--- src/uirs_pkg.sv ---
// Shared types and constants for the uniform integer rejection sampler.
package uirs_pkg;

    localparam int DATA_W  = 32;
    localparam int WORD_W  = 64;
    localparam int RANGE_W = DATA_W + 1;
    localparam int STEP_W  = $clog2(WORD_W);
    localparam int ADDR_W  = 3;

    localparam logic [DATA_W-1:0] MIN_RESET = 32'sd0;
    localparam logic [DATA_W-1:0] MAX_RESET = 32'sd255;

    localparam logic [WORD_W-1:0] MASK_1B = 64'h0000_0000_0000_00FF;
    localparam logic [WORD_W-1:0] MASK_2B = 64'h0000_0000_0000_FFFF;
    localparam logic [WORD_W-1:0] MASK_4B = 64'h0000_0000_FFFF_FFFF;
    localparam logic [WORD_W-1:0] MASK_8B = 64'hFFFF_FFFF_FFFF_FFFF;

    typedef enum logic {
        REG_MIN = 1'b0,
        REG_MAX = 1'b1
    } t_reg_idx;

    typedef enum logic [2:0] {
        S_IDLE,
        S_RANGE,
        S_WORD,
        S_DIV,
        S_LIMIT,
        S_DECIDE
    } t_state;

endpackage

--- src/uirs_rem.sv ---
// Bit-serial restoring remainder unit: one dividend bit per step.
module uirs_rem
    import uirs_pkg::*;
(
    input  logic               i_clk,
    input  logic               i_load,
    input  logic               i_step,
    input  logic [WORD_W-1:0]  i_dividend,
    input  logic [RANGE_W-1:0] i_divisor,
    output logic [RANGE_W-1:0] o_rem
);

    logic [WORD_W-1:0]  r_dvd;
    logic [RANGE_W-1:0] r_rem;
    logic [RANGE_W:0]   rem_shift;
    logic [RANGE_W:0]   rem_sub;
    logic               ge;

    always_comb begin
        rem_shift = {r_rem, r_dvd[WORD_W-1]};
        rem_sub   = rem_shift - {1'b0, i_divisor};
        ge        = (rem_shift >= {1'b0, i_divisor});
    end

    always_ff @(posedge i_clk) begin
        if (i_load) begin
            r_dvd <= i_dividend;
            r_rem <= '0;
        end else if (i_step) begin
            r_dvd <= {r_dvd[WORD_W-2:0], 1'b0};
            r_rem <= ge ? rem_sub[RANGE_W-1:0] : rem_shift[RANGE_W-1:0];
        end
    end

    assign o_rem = r_rem;

endmodule

--- src/uniform_integer_rejection_sampler_unit.sv ---
// Top level of the uniform integer rejection sampler.
//
// Random bytes arrive one per request and are shifted big-endian into a word of 1, 2, 4
// or 8 bytes, picked from the range max - min + 1 (bounds are swapped when given in
// reverse). A byte that does not complete a word, or that arrives after the buffer has
// already produced its sample, passes only through the range and word states. A byte
// that completes a word, or that ends the buffer, then also steps two bit-serial
// remainder units that reduce the word and the all-ones word of that width by the range,
// one bit per cycle, before the limit and decide states. The first word below the
// rejection limit gives min + word mod range with biased low; when a buffer ends
// without such a word, the last complete word (zero if none) is used and biased is set.
// A finished sample waits in the output register while the next byte is taken.
module uniform_integer_rejection_sampler_unit
    import uirs_pkg::*;
(
    input  logic                     i_clk,
    input  logic                     i_rst_n,
    input  logic                     psel,
    input  logic                     penable,
    input  logic                     pwrite,
    input  logic [ADDR_W-1:0]        paddr,
    input  logic [DATA_W-1:0]        pwdata,
    output logic [DATA_W-1:0]        prdata,
    output logic                     pready,
    input  logic                     i_in_valid,
    output logic                     o_in_stall,
    input  logic [7:0]               i_rand_byte,
    input  logic                     i_end_of_buffer,
    output logic                     o_out_valid,
    input  logic                     i_out_stall,
    output logic signed [DATA_W-1:0] o_sample_value,
    output logic                     o_biased
);

    t_state r_state, n_state;

    logic signed [DATA_W-1:0] r_min_value, r_max_value;

    logic [7:0]         r_byte, n_byte;
    logic               r_last, n_last;
    logic               r_check, n_check;
    logic [DATA_W-1:0]  r_lo, n_lo;
    logic [RANGE_W-1:0] r_range, n_range;
    logic [WORD_W-1:0]  r_maxval, n_maxval;
    logic [WORD_W-1:0]  r_limit, n_limit;
    logic [DATA_W-1:0]  r_sample, n_sample;
    logic [STEP_W-1:0]  r_step, n_step;

    logic [WORD_W-1:0]  r_word_shift, n_word_shift;
    logic [3:0]         r_bytes_in_word, n_bytes_in_word;
    logic [WORD_W-1:0]  r_last_full_word, n_last_full_word;
    logic               r_buffer_done, n_buffer_done;

    logic               r_out_valid, n_out_valid;
    logic [DATA_W-1:0]  r_out_value, n_out_value;
    logic               r_out_biased, n_out_biased;

    logic               div_load, div_step;
    logic [WORD_W-1:0]  div_word;
    logic [RANGE_W-1:0] rem_word, rem_max;

    logic               cfg_wr;
    logic               swap;
    logic [RANGE_W-1:0] diff;
    logic [3:0]         need;
    logic [WORD_W-1:0]  mask;
    logic [WORD_W-1:0]  shift_next;
    logic [3:0]         count_next;
    logic               complete;
    logic               accept;
    logic               emit;
    logic               out_free;

    // configuration port
    assign pready = 1'b1;
    assign cfg_wr = psel && penable && pwrite && pready;

    always_comb begin
        unique case (t_reg_idx'(paddr[2]))
            REG_MIN: prdata = r_min_value;
            REG_MAX: prdata = r_max_value;
            default: prdata = r_min_value;
        endcase
    end

    always_ff @(posedge i_clk) begin
        if (!i_rst_n) begin
            r_min_value <= MIN_RESET;
            r_max_value <= MAX_RESET;
        end else if (cfg_wr) begin
            unique case (t_reg_idx'(paddr[2]))
                REG_MIN: r_min_value <= pwdata;
                REG_MAX: r_max_value <= pwdata;
                default: r_min_value <= pwdata;
            endcase
        end
    end

    // remainder units: sample word and rejection limit in lockstep
    uirs_rem u_rem_word (
        .i_clk      (i_clk),
        .i_load     (div_load),
        .i_step     (div_step),
        .i_dividend (div_word),
        .i_divisor  (r_range),
        .o_rem      (rem_word)
    );

    uirs_rem u_rem_max (
        .i_clk      (i_clk),
        .i_load     (div_load),
        .i_step     (div_step),
        .i_dividend (mask),
        .i_divisor  (r_range),
        .o_rem      (rem_max)
    );

    always_comb begin
        swap = (r_min_value > r_max_value);
        diff = swap ? ({r_min_value[DATA_W-1], r_min_value} -
                       {r_max_value[DATA_W-1], r_max_value})
                    : ({r_max_value[DATA_W-1], r_max_value} -
                       {r_min_value[DATA_W-1], r_min_value});

        priority if (r_range <= RANGE_W'(MASK_1B[7:0])) begin
            need = 4'd1;
            mask = MASK_1B;
        end else if (r_range <= RANGE_W'(MASK_2B[15:0])) begin
            need = 4'd2;
            mask = MASK_2B;
        end else if (r_range <= RANGE_W'(MASK_4B[31:0])) begin
            need = 4'd4;
            mask = MASK_4B;
        end else begin
            need = 4'd8;
            mask = MASK_8B;
        end

        shift_next = {r_word_shift[WORD_W-9:0], r_byte};
        count_next = r_bytes_in_word + ((r_bytes_in_word < 4'd8) ? 4'd1 : 4'd0);
        complete   = (count_next >= need);
        accept     = r_check && (r_last_full_word < r_limit);
        emit       = accept || r_last;
        out_free   = !r_out_valid || !i_out_stall;
    end

    always_comb begin
        n_state          = r_state;
        n_byte           = r_byte;
        n_last           = r_last;
        n_check          = r_check;
        n_lo             = r_lo;
        n_range          = r_range;
        n_maxval         = r_maxval;
        n_limit          = r_limit;
        n_sample         = r_sample;
        n_step           = r_step;
        n_word_shift     = r_word_shift;
        n_bytes_in_word  = r_bytes_in_word;
        n_last_full_word = r_last_full_word;
        n_buffer_done    = r_buffer_done;
        n_out_valid      = r_out_valid && i_out_stall;
        n_out_value      = r_out_value;
        n_out_biased     = r_out_biased;
        div_load         = 1'b0;
        div_step         = 1'b0;
        div_word         = r_last_full_word;

        unique case (r_state)
            S_IDLE: begin
                if (i_in_valid) begin
                    n_byte  = i_rand_byte;
                    n_last  = i_end_of_buffer;
                    n_state = S_RANGE;
                end
            end
            S_RANGE: begin
                n_lo    = swap ? r_max_value : r_min_value;
                n_range = {1'b0, diff[DATA_W-1:0]} + RANGE_W'(1);
                n_state = S_WORD;
            end
            S_WORD: begin
                n_maxval = mask;
                n_step   = '0;
                n_check  = 1'b0;
                if (r_buffer_done) begin
                    n_state = S_IDLE;
                    if (r_last) begin
                        n_word_shift     = '0;
                        n_bytes_in_word  = '0;
                        n_last_full_word = '0;
                        n_buffer_done    = 1'b0;
                    end
                end else if (complete) begin
                    n_word_shift     = '0;
                    n_bytes_in_word  = '0;
                    n_last_full_word = shift_next & mask;
                    n_check          = 1'b1;
                    div_word         = shift_next & mask;
                    div_load         = 1'b1;
                    n_state          = S_DIV;
                end else begin
                    n_word_shift    = shift_next;
                    n_bytes_in_word = count_next;
                    if (r_last) begin
                        div_load = 1'b1;
                        n_state  = S_DIV;
                    end else begin
                        n_state = S_IDLE;
                    end
                end
            end
            S_DIV: begin
                div_step = 1'b1;
                n_step   = r_step + STEP_W'(1);
                if (r_step == STEP_W'(WORD_W - 1)) begin
                    n_state = S_LIMIT;
                end
            end
            S_LIMIT: begin
                n_limit  = r_maxval - WORD_W'(rem_max);
                n_sample = r_lo + rem_word[DATA_W-1:0];
                n_state  = S_DECIDE;
            end
            S_DECIDE: begin
                if (!emit || out_free) begin
                    if (emit) begin
                        n_out_valid  = 1'b1;
                        n_out_value  = r_sample;
                        n_out_biased = !accept;
                    end
                    if (accept) begin
                        n_buffer_done = 1'b1;
                    end
                    if (r_last) begin
                        n_word_shift     = '0;
                        n_bytes_in_word  = '0;
                        n_last_full_word = '0;
                        n_buffer_done    = 1'b0;
                    end
                    n_state = S_IDLE;
                end
            end
            default: n_state = S_IDLE;
        endcase
    end

    always_ff @(posedge i_clk) begin
        if (!i_rst_n) begin
            r_state          <= S_IDLE;
            r_word_shift     <= '0;
            r_bytes_in_word  <= '0;
            r_last_full_word <= '0;
            r_buffer_done    <= 1'b0;
            r_out_valid      <= 1'b0;
            r_step           <= '0;
        end else begin
            r_state          <= n_state;
            r_word_shift     <= n_word_shift;
            r_bytes_in_word  <= n_bytes_in_word;
            r_last_full_word <= n_last_full_word;
            r_buffer_done    <= n_buffer_done;
            r_out_valid      <= n_out_valid;
            r_step           <= n_step;
        end
    end

    always_ff @(posedge i_clk) begin
        r_byte       <= n_byte;
        r_last       <= n_last;
        r_check      <= n_check;
        r_lo         <= n_lo;
        r_range      <= n_range;
        r_maxval     <= n_maxval;
        r_limit      <= n_limit;
        r_sample     <= n_sample;
        r_out_value  <= n_out_value;
        r_out_biased <= n_out_biased;
    end

    assign o_in_stall     = (r_state != S_IDLE);
    assign o_out_valid    = r_out_valid;
    assign o_sample_value = r_out_value;
    assign o_biased       = r_out_biased;

endmodule
--- config.mk ---
export PLATFORM = sky130hd
export DESIGN_NAME = uniform_integer_rejection_sampler_unit
export DESIGN_NICKNAME = d
export VERILOG_FILES = /design/src/uirs_pkg.sv /design/src/uirs_rem.sv /design/src/uniform_integer_rejection_sampler_unit.sv
export SDC_FILE = /design/constraint.sdc
export NUM_CORES = 1
export LEC_CHECK = 0
export ABC_AREA = 0
export BUFFER_PORTS_ARGS = -buffer_cell sky130_fd_sc_hd__buf_4
export CAP_MARGIN = 0
export CORE_ASPECT_RATIO = 0.6
export CORE_MARGIN = 2
export CORE_UTILIZATION = 63
export CTS_CLUSTER_DIAMETER = 60
export DETAILED_ROUTE_END_ITERATION = 16
export GPL_ROUTABILITY_DRIVEN = 0
export PLACE_DENSITY = 0.81
export SYNTH_ARGS = -nofsm -noshare
export SYNTH_HDL_FRONTEND = slang
export SYNTH_SLANG_ARGS = --single-unit
export TNS_END_PERCENT = 1
--- constraint.sdc ---
create_clock -name i_clk -period 10.6 [get_ports i_clk]
set_clock_uncertainty 0.05 [all_clocks]
set_input_delay 1.06 -clock i_clk [delete_from_list [all_inputs] [get_ports i_clk]]
set_output_delay 1.06 -clock i_clk [all_outputs]
set_load 0.1 [all_outputs]
# Yosys cells after proc, flatten, opt, wreduce, memory -nomap -nowiden
# Cells that the tools add are included.
dict set report word_totals {
  output_inout_bits 68
  wordCells 132
  ff_bits 669
  inputBits 51
}
dict set report op_classes {
  mux 56
  n_reduce_logical 23
  magnitude_cmp 9
  eq_ne 10
  add_sub_neg 9
  bitwise 2
}
# operator count
set ops {}
lappend ops {{$mux 64} 17}
lappend ops {{$pmux 64 s2} 2}
lappend ops {{$ge 34x33->1} 2}
lappend ops {{$mux 33} 2}
lappend ops {{$sub 33x33->33} 2}
lappend ops {{$and 64x64->64} 1}
lappend ops {{$lt 64x64->1} 1}
lappend ops {{$mux 32} 2}
lappend ops {{$pmux 32 s2} 1}
lappend ops {{$sub 32x32->32} 2}
lappend ops {{$sub 64x33->64} 1}
lappend ops {{$add 32x1->33 const B} 1}
lappend ops {{$le 33x16->1 const B} 1}
lappend ops {{$le 33x32->1 const B} 1}
lappend ops {{$le 33x8->1 const B} 1}
lappend ops {{$add 32x32->32} 1}
lappend ops {{$gt 32x32->1} 1}
lappend ops {{$mux 4} 7}
lappend ops {{$pmux 3 s6} 1}
lappend ops {{$mux 1} 15}
lappend ops {{$pmux 6 s2} 1}
lappend ops {{$mux 3} 3}
lappend ops {{$reduce_and 3->1} 3}
lappend ops {{$pmux 4 s2} 1}
lappend ops {{20 further kinds} 39}

# Longest topological paths before layout
# Gate-level depths: netlist of run 1.
dict set report logic_depth {
  word_depth 9
  mapped_depth 19
  ltp_nobuf 17
}

# Cells and area by module
# A second synthesis of run 1 with hierarchy kept.
dict set report unflattened {
  cells_unflattened 3761
  hier_area_um2 35621.7
}
# module area_each_um2 instances seq_area_each_um2 cells_per_inst
set by_module_without_submodules {}
lappend by_module_without_submodules {uniform_integer_rejection_sampler_unit 23452.5 1 10199.8 2583}
lappend by_module_without_submodules {uirs_rem 6084.6 2 2582.5 589}

# Worst setup path before layout of run 1
# Ideal clock, no wire load.
dict set report synth_timing {
  path_type {reg-to-reg}
  startpoint {reg r_state[0]}
  endpoint {reg r_state[2]}
  required_ns 10.454
  stages_incl_launch_ff 5
  arrival_time_ns 7.817
  n_path_buf 1
  path_slack_ns 2.637
  period_less_slack_ns 7.963
  cell_sequence {dfxtp_1 -> clkbuf_1 -> nor3_1 -> o21ai_0 -> o21ai_0}
}
dict set report synth_via {
  elab_chain_len 3
  word_cells_on_any_way 11
  cone_classes {eq/ne: 8; mux: 1; reduce/logical: 2}
}
# item line
set synth_lines {}
lappend synth_lines {{from (decl)} uniform_integer_rejection_sampler_unit.sv:35} ;# t_state r_state, n_state;
lappend synth_lines {{from (signal assigned)} uniform_integer_rejection_sampler_unit.sv:258} ;# r_state <= n_state;
lappend synth_lines {{$eq 3x3->1, or another cell as far along} uniform_integer_rejection_sampler_unit.sv:169} ;# unique case (r_state)
lappend synth_lines {{$ne 2x2->1 (no source line)} -}
lappend synth_lines {{$reduce_and 3->1 (no source line)} -}
# Parallel ways exist; a longest one is shown, timed or not.
# A chain may end at the register's enable or synchronous reset.

# Final worst setup path of run 1
dict set report layout_timing {
  startpoint {reg r_range[32]}
  endpoint {reg u_rem_max.r_dvd[3] (enable)}
}
dict set report layout_via {
  elab_chain_len 9
  word_cells_on_any_way 11
  cone_classes {order compare: 4; mux: 6; reduce/logical: 1}
}
# item line
set layout_lines {}
lappend layout_lines {{from (decl)} uniform_integer_rejection_sampler_unit.sv:43} ;# logic [RANGE_W-1:0] r_range, n_range;
lappend layout_lines {{from (signal assigned)} uniform_integer_rejection_sampler_unit.sv:273} ;# r_range <= n_range;
lappend layout_lines {{$le 33x32->1} uniform_integer_rejection_sampler_unit.sv:131} ;# end else if (r_range <= RANGE_W'(MASK_4B[31:0])) begin
lappend layout_lines {{$mux 4} uniform_integer_rejection_sampler_unit.sv:131}
lappend layout_lines {{$mux 4} uniform_integer_rejection_sampler_unit.sv:128} ;# end else if (r_range <= RANGE_W'(MASK_2B[15:0])) begin
lappend layout_lines {{$mux 4 (*)} uniform_integer_rejection_sampler_unit.sv:125} ;# priority if (r_range <= RANGE_W'(MASK_1B[7:0])) begin
lappend layout_lines {{$ge 4x4->1 (*)} uniform_integer_rejection_sampler_unit.sv:141} ;# complete = (count_next >= need);
lappend layout_lines {{$mux 1 (*)} uniform_integer_rejection_sampler_unit.sv:194} ;# end else if (complete) begin
lappend layout_lines {{$mux 1 (*)} uniform_integer_rejection_sampler_unit.sv:186} ;# if (r_buffer_done) begin
lappend layout_lines {{$mux 1 (*)} uniform_integer_rejection_sampler_unit.sv:169}
lappend layout_lines {{$reduce_bool 2->1 (no source line) (*)} -}
lappend layout_lines {{to (signal assigned)} uirs_rem.sv:27} ;# r_dvd <= i_dividend;
lappend layout_lines {{to (signal assigned)} uirs_rem.sv:30} ;# r_dvd <= {r_dvd[WORD_W-2:0], 1'b0};
lappend layout_lines {{to (decl)} uirs_rem.sv:13} ;# logic [WORD_W-1:0] r_dvd;
# Every way passes the cells marked *; elsewhere a longest branch is shown, timed or not.

==> results of run 1 <==
stage by stage:
stage	setup WS (ps)	util	instance area (um2)	total power, W
6_report	4300	0.699	38100	0.00757
4_1_cts	4520	0.699	38100	0.00752
2_1_floorplan	2640	-	34900	0.00484
3_3_place_gp	4650	0.664	36200	0.00538
3_5_place_dp	4550	0.664	36200	0.00544
5_1_grt	4140	0.699	38100	0.00793
worst paths after layout:
kind,from,to,slack (ps)
worst max-delay path,r_range[32],u_rem_max.r_dvd[3],4300
worst min-delay path,r_sample[19],o_sample_value[19],370
worst max register to register,r_range[32],u_rem_max.r_dvd[3],4300
worst min register to register,r_sample[19],o_sample_value[19],370
worst max-delay path: stages, from the launching register on:
cell      delay (ps)
edfxtp_1         360
buf_4            300
nor4_1           270
nand2_1           80
nor4_1           170
nand4_1          120
buf_4            240
or2_2            440
inv_1            200
ha_1             260
nand2b_1         140
a21o_1           170
a21o_1           210
a21o_2           250
o21ai_4          110
buf_4            430
inv_4            270
nor2_2           180
buf_4            390
inv_6            290
buf_4            620
layout make-up:
class / count / share of cell area
clock buffer: 82 / 0.0442
clock inverter: 24 / 0.00543
inverter: 260 / 0.0258
sequential: 600 / 0.404
timing repair buffer: 145 / 0.0286
multi-input combinational: 2668 / 0.469
tap: 714 / 0.0235
power breakdown:
part	switching, W	leakage [nW]	total [W]	internal [W]
clock network	0.000921	0.945	0.00208	0.00116
registers	0.000134	5.19	0.00295	0.00282
logic	0.00164	9.16	0.00254	0.000894
flip-flops by register name, indices dropped and copies added (netlist names), 3 cells and up:
| signal | cells |
|---|---|
| r_word_shift | 56 |
| r_last_full_word | 64 |
| r_step | 6 |
| r_min_value | 32 |
| r_range | 33 |
| u_rem_max.r_dvd | 64 |
| r_byte | 8 |
| r_maxval | 3 |
| o_sample_value | 32 |
| u_rem_max.o_rem | 33 |
| r_limit | 64 |
| r_state | 3 |
| r_max_value | 32 |
| r_sample | 32 |
| u_rem_word.o_rem | 33 |
| r_bytes_in_word | 4 |
| u_rem_word.r_dvd | 64 |
| r_lo | 32 |
cell usage in the layout, fill, tap and decap left out, types with 52 or more instances in the layout:
| cell type | count |
|---|---|
| a31oi_1 | 82 |
| nor2b_1 | 151 |
| nand2_1 | 405 |
| nand3_1 | 104 |
| nor2_1 | 234 |
| xnor2_1 | 90 |
| a21oi_1 | 197 |
| edfxtp_1 | 335 |
| ha_1 | 257 |
| o21ai_0 | 203 |
| dfxtp_1 | 265 |
| clkbuf_16 | 59 |
| a22oi_1 | 126 |
| buf_4 | 145 |
| a21o_1 | 145 |
| a21boi_0 | 75 |
| inv_1 | 256 |
| xor2_1 | 52 |
logic make-up after synthesis:
family / Yosys count / synth area share
AOI/OAI and AO/OA: 1109 / 0.213
adders and majority gates: 263 / 0.0957
other: 1 / 0.000108
xor gates and xnor gates: 146 / 0.0379
DFF: 600 / 0.441
muxes: 17 / 0.00520
buffers and inverters: 449 / 0.0511
and+or+nand+nor: 1132 / 0.156
metal layers:
metal / up-vias / GRT usage / share of wire
li1: 13400 / - / -
met1: 13300 / 0.469 / 0.46
met2: 1370 / 0.424 / 0.39
met3: 112 / 0.116 / 0.14
met4: 2 / 0.0663 / 0.018
met5: - / 0.0183 / 0.0016
==> flow_metrics.env, run 1 <==
export IMPL_outcome="finished clean"
export IMPL_rsz0062_at_grt="false"
export IMPL_peakVddDrop_uv=126
export IMPL_multi_input_area_um2=17800
export IMPL_die_h_um=186
export IMPL_ioPinCount=119
export IMPL_vias_per_cell=6.27
export IMPL_drc=0
export IMPL_cts_buffers=56
export IMPL_drive_above_1_share=0.0876
export IMPL_dpl_cell_count=4387
export IMPL_grt_pass1_vias=25800
export IMPL_fillers=4116
export IMPL_report_final_hold_viol_count=0
export IMPL_worstSetupEndpointType="flip-flop"
export IMPL_cts_tree="yes"
export IMPL_syn_area_per_cell_um2=9.38
export IMPL_synth_distinct_cells=104
export IMPL_die_w_um=308
export IMPL_fin_setup_tns_ps=0
export IMPL_syn_inst=3717
export IMPL_cts_resized=0
export IMPL_setup_viol=0
export IMPL_fin_cells=4493
export IMPL_tightest_slew_ps=1280
export IMPL_synth_top_cell_area_share=0.288
export IMPL_wl_mm=90.5
export IMPL_syn_area_um2=34900
export IMPL_cts_clk_slew_worst_paths_ps=60
export IMPL_dr_pass1_iters=8
export IMPL_wl_per_cell_um=20.1
export IMPL_grt_overflow=0
export IMPL_synth_most_common_cell="nand2_1"
export IMPL_cts_root_buf="clkbuf_16"
export IMPL_rows=66
export IMPL_synthArstFlopShare=0
export IMPL_fin_crit_ps=6300
export IMPL_n_antenna_cell=0
export IMPL_cts_buffer_depth=3
export IMPL_worstPathArrival_ps=6490
export IMPL_htreeDepth=2
export IMPL_core_um2=54400
export IMPL_rr_worst_depth=20
export IMPL_initial_utilization=0.641
export IMPL_critPathMaxFanout=83
export IMPL_cp_data_required_time_ps=10790
export IMPL_grt_pass1_wl_mm=142
export IMPL_start_kind="flip-flop"
export IMPL_grt_util_all_layers=0.313
export IMPL_cts_sinks=600
export IMPL_ys_warn_count=0
export IMPL_relSlewSlack=0.140
export IMPL_netlist_top_cells_area="edfxtp_1 (29%), dfxtp_1 (15%), ha_1 (9.2%)"
export IMPL_finalCritPeriodShare=0.594
export IMPL_area_growth_synth_to_final_pct=9.12
export IMPL_crit_type="flip-flop to flip-flop"
export IMPL_syn_nets=4031
export IMPL_hpwl_mm=64.1
export IMPL_synth_largest_area_cell="edfxtp_1"
export IMPL_hp_class="flip-flop to flip-flop"
export IMPL_vias=28200
export IMPL_io_buffers=115
export IMPL_powerDensity_nw_per_um2=199
export IMPL_clk_latency_ps=640
export IMPL_dieArea_um2=57300
export IMPL_nNetsFinal=4045
export IMPL_post_cts_setup_buffers=0
export IMPL_holdWs_ps=370
export IMPL_drtIter0Drc=3011
export IMPL_synthTopCellsByCount="nand2_1 (406), edfxtp_1 (335), dfxtp_1 (265)"
export IMPL_power_leakage_nw=15.3
export IMPL_postRouteAntennaNets=0
export IMPL_seqCellArea_um2=15400
export IMPL_ys_ff_latch=600
export IMPL_grt_max_degree=115
export IMPL_synth_edf_count=335
export IMPL_finalMaxSlewViolations=0
export IMPL_hold_buffers=0
export IMPL_grt_antenna_before_repair=3
export IMPL_min_path_cells=0
export IMPL_synth_ff_type="edfxtp_1"
export IMPL_cap_violations=0
export IMPL_synth_seq_area_share=0.441
export IMPL_max_freq_ghz=0.159
Power figures use the tool's default switching activity.
==> inputs of run 2 (changes only) <==
--- a/config.mk
+++ b/config.mk
@@ -5,16 +5,16 @@
 export SDC_FILE = /design/constraint.sdc
 export NUM_CORES = 1
 export LEC_CHECK = 0
-export ABC_AREA = 0
+export ABC_AREA = 1
 export BUFFER_PORTS_ARGS = -buffer_cell sky130_fd_sc_hd__buf_4
 export CAP_MARGIN = 0
 export CORE_ASPECT_RATIO = 0.6
 export CORE_MARGIN = 2
-export CORE_UTILIZATION = 63
+export CORE_UTILIZATION = 64
 export CTS_CLUSTER_DIAMETER = 60
 export DETAILED_ROUTE_END_ITERATION = 16
 export GPL_ROUTABILITY_DRIVEN = 0
-export PLACE_DENSITY = 0.81
+export PLACE_DENSITY = 0.82
 export SYNTH_ARGS = -nofsm -noshare
 export SYNTH_HDL_FRONTEND = slang
 export SYNTH_SLANG_ARGS = --single-unit
==> constraint.sdc (replaced) <==
create_clock -name i_clk -period 6.6 [get_ports i_clk]
set_clock_uncertainty 0.05 [all_clocks]
set_input_delay 0.66 -clock i_clk [delete_from_list [all_inputs] [get_ports i_clk]]
set_output_delay 0.66 -clock i_clk [all_outputs]
set_load 0.1 [all_outputs]
==> flow_metrics.env, run 2 <==
export IMPL_outcome="finished clean"
export IMPL_drc=0
export IMPL_postRouteAntennaNets=0
export IMPL_ys_ff_latch=600
export IMPL_wl_mm=111
export IMPL_vias_per_cell=6.02
export IMPL_hpwl_mm=79.2
export IMPL_cp_data_required_time_ps=6910
export IMPL_drtIter0Drc=5884
export IMPL_grt_overflow=0
export IMPL_drive_above_1_share=0.0657
export IMPL_finalCritPeriodShare=0.835
export IMPL_rsz0062_at_grt="false"
export IMPL_cap_violations=0
export IMPL_hp_class="primary input to flip-flop"
export IMPL_start_kind="flip-flop"
export IMPL_relSlewSlack=0.195
export IMPL_fin_setup_tns_ps=0
export IMPL_layout_common_cells="nand2_1 (1,213), inv_1 (682), a21oi_1 (461)"
export IMPL_cts_root_buf="clkbuf_16"
export IMPL_synth_top_cell_area_share=0.259
export IMPL_final_common_cell="nand2_1"
export IMPL_synthArstFlopShare=0
export IMPL_tightest_slew_ps=1210
export IMPL_finalMaxSlewViolations=0
export IMPL_crit_path_cell_trace="nor4_1, nand4_1, nor2_1, buf_4, o21ai_0, ha_1, inv_1, nor2_1, o211ai_1, nand3_4, inv_2, nand2_1, nand2_4, inv_1, buf_4, nand2_1, nand2_1"
export IMPL_max_stage_delay_ps=750
export IMPL_syn_nets=5482
export IMPL_synth_distinct_cells=60
export IMPL_grt_max_degree=131
export IMPL_crit_type="flip-flop to flip-flop"
export IMPL_synthTopCellsByCount="nand2_1 (1,216), inv_1 (683), a21oi_1 (461)"
export IMPL_ioPinCount=119
export IMPL_die_w_um=322
export IMPL_fillers=4823
export IMPL_power_leakage_nw=19.5
export IMPL_core_um2=59600
export IMPL_cts_resized=0
export IMPL_worstPathArrival_ps=5820
export IMPL_grt_antenna_before_repair=3
export IMPL_grt_pass1_vias=31800
export IMPL_seqCellArea_um2=15400
export IMPL_area_growth_synth_to_final_pct=8.34
export IMPL_syn_area_per_cell_um2=7.51
export IMPL_dr_pass1_iters=7
export IMPL_nNetsFinal=5458
export IMPL_finalPower_w=0.0156
export IMPL_setup_viol=0
export IMPL_io_buffers=115
export IMPL_worstSetupEndpointType="flip-flop"
export IMPL_peakVddDrop_uv=270
export IMPL_n_antenna_cell=0
export IMPL_wl_per_cell_um=18.6
export IMPL_grt_pass1_wl_mm=174
export IMPL_worst_slack_ps=1090
export IMPL_post_cts_setup_buffers=0
export IMPL_max_freq_ghz=0.181
export IMPL_vias=36000
export IMPL_synth_largest_area_cell="edfxtp_1"
export IMPL_synth_most_common_cell="nand2_1"
export IMPL_ys_warn_count=0
export IMPL_netlist_top_cells_area="edfxtp_1 (26%), dfxtp_1 (14%), nand2_1 (12%)"
export IMPL_pre_cts_ws_ps=1210
export IMPL_syn_inst=5168
export IMPL_rows=69
export IMPL_synth_ff_type="edfxtp_1"
export IMPL_htreeDepth=2
export IMPL_report_final_hold_viol_count=0
export IMPL_synth_seq_area_share=0.396
export IMPL_critPathMaxFanout=64
export IMPL_clk_latency_ps=660
export IMPL_cts_sinks=600
export IMPL_multi_input_area_um2=20000
export IMPL_hold_buffers=0
export IMPL_cts_clk_slew_worst_paths_ps=70
export IMPL_slowest_stage="nand2_1"
export IMPL_cts_tree="yes"
export IMPL_initial_utilization=0.651
export IMPL_dieArea_um2=62700
export IMPL_grt_util_all_layers=0.346
export IMPL_fin_crit_ps=5510
export IMPL_cts_buffers=58
export IMPL_synth_edf_count=335
export IMPL_cts_buffer_depth=3
export IMPL_crit_top_cell="nand2_1"
export IMPL_powerDensity_nw_per_um2=371
export IMPL_syn_area_um2=38800
export IMPL_die_h_um=195
==> run 2: cell count changes in the layout (fill, tap and decap cells not counted), sizes merged, moves of 66 or more <==
cell    change
nor2b     -150
nand3     +210
nand2     +845
inv       +433
a21oi     +259
nor2      +149
o21ai     +186
a22oi     -125
a21boi     -66
a21o      -128
==> run 2: final timing paths <==
path / startpoint / to / slack, ps / cells after the start
setup / recovery: r_range[19] / u_rem_max.r_dvd[57] / 1090 / 17
setup reg to reg: r_range[19] / u_rem_max.r_dvd[57] / 1090 / 17
hold reg to reg: r_sample[19] / o_sample_value[19] / 370 / 0
hold / removal: i_rand_byte[2] / r_byte[2] / 120 / 1
==> run 2: logic make-up (layout without fill, tap and decap cells) <==
family	count (synthesis)	in the layout	share of synthesized area
AND/OR/NAND/NOR	2107	2107	0.231
AO/OA/AOI/OAI	1110	1110	0.158
buffers and inverters	922	948	0.0916
flip-flops	600	600	0.396
adder cells (fa/ha/maj)	263	263	0.0860
XOR/XNOR	165	165	0.0372
other	1	1	0.0000966
==> run 2: metal layers <==
metal	global-route usage	vias up	part of all wire
li1	-	17100	-
met1	0.547	16500	0.45
met2	0.454	2117	0.39
met3	0.104	200	0.15
met4	0.0696	8	0.019
met5	0.0107	-	0.0013
==> run 2: final cells by class <==
class                      instances  share of cell area
clock inverter                    27             0.00863
inverter                         696              0.0625
sequential                       600               0.365
tap                              781              0.0232
timing repair buffer             142              0.0257
clock buffer                      83              0.0399
multi-input combinational       3646               0.475
==> run 2: metrics by stage <==
step,cells,cell area (um2),utilization,hold slack [ps]
final,5975,42000,0.706,122
after global placement,5865,40000,0.671,353
after CTS,5975,42000,0.706,107
after floorplan,5168,38800,-,350
after detailed placement,5865,40000,0.671,355
after global routing,5975,42000,0.706,118
==> run 2: worst max-delay path, delay by kind of cell (launching register included) <==
family / cells / cell delay (ps)
adder cells (fa/ha/maj): 1 / 390
buffers and inverters: 5 / 1340
flip-flops: 1 / 410
AND/OR/NAND/NOR: 9 / 2430
AO/OA/AOI/OAI: 2 / 560
==> run 2: power by group <==
part           switching (W)  internal [W]  total [W]
clock                0.00156       0.00205    0.00361
sequential          0.000415       0.00491    0.00533
combinational        0.00465       0.00200    0.00665
total                0.00662       0.00897     0.0156
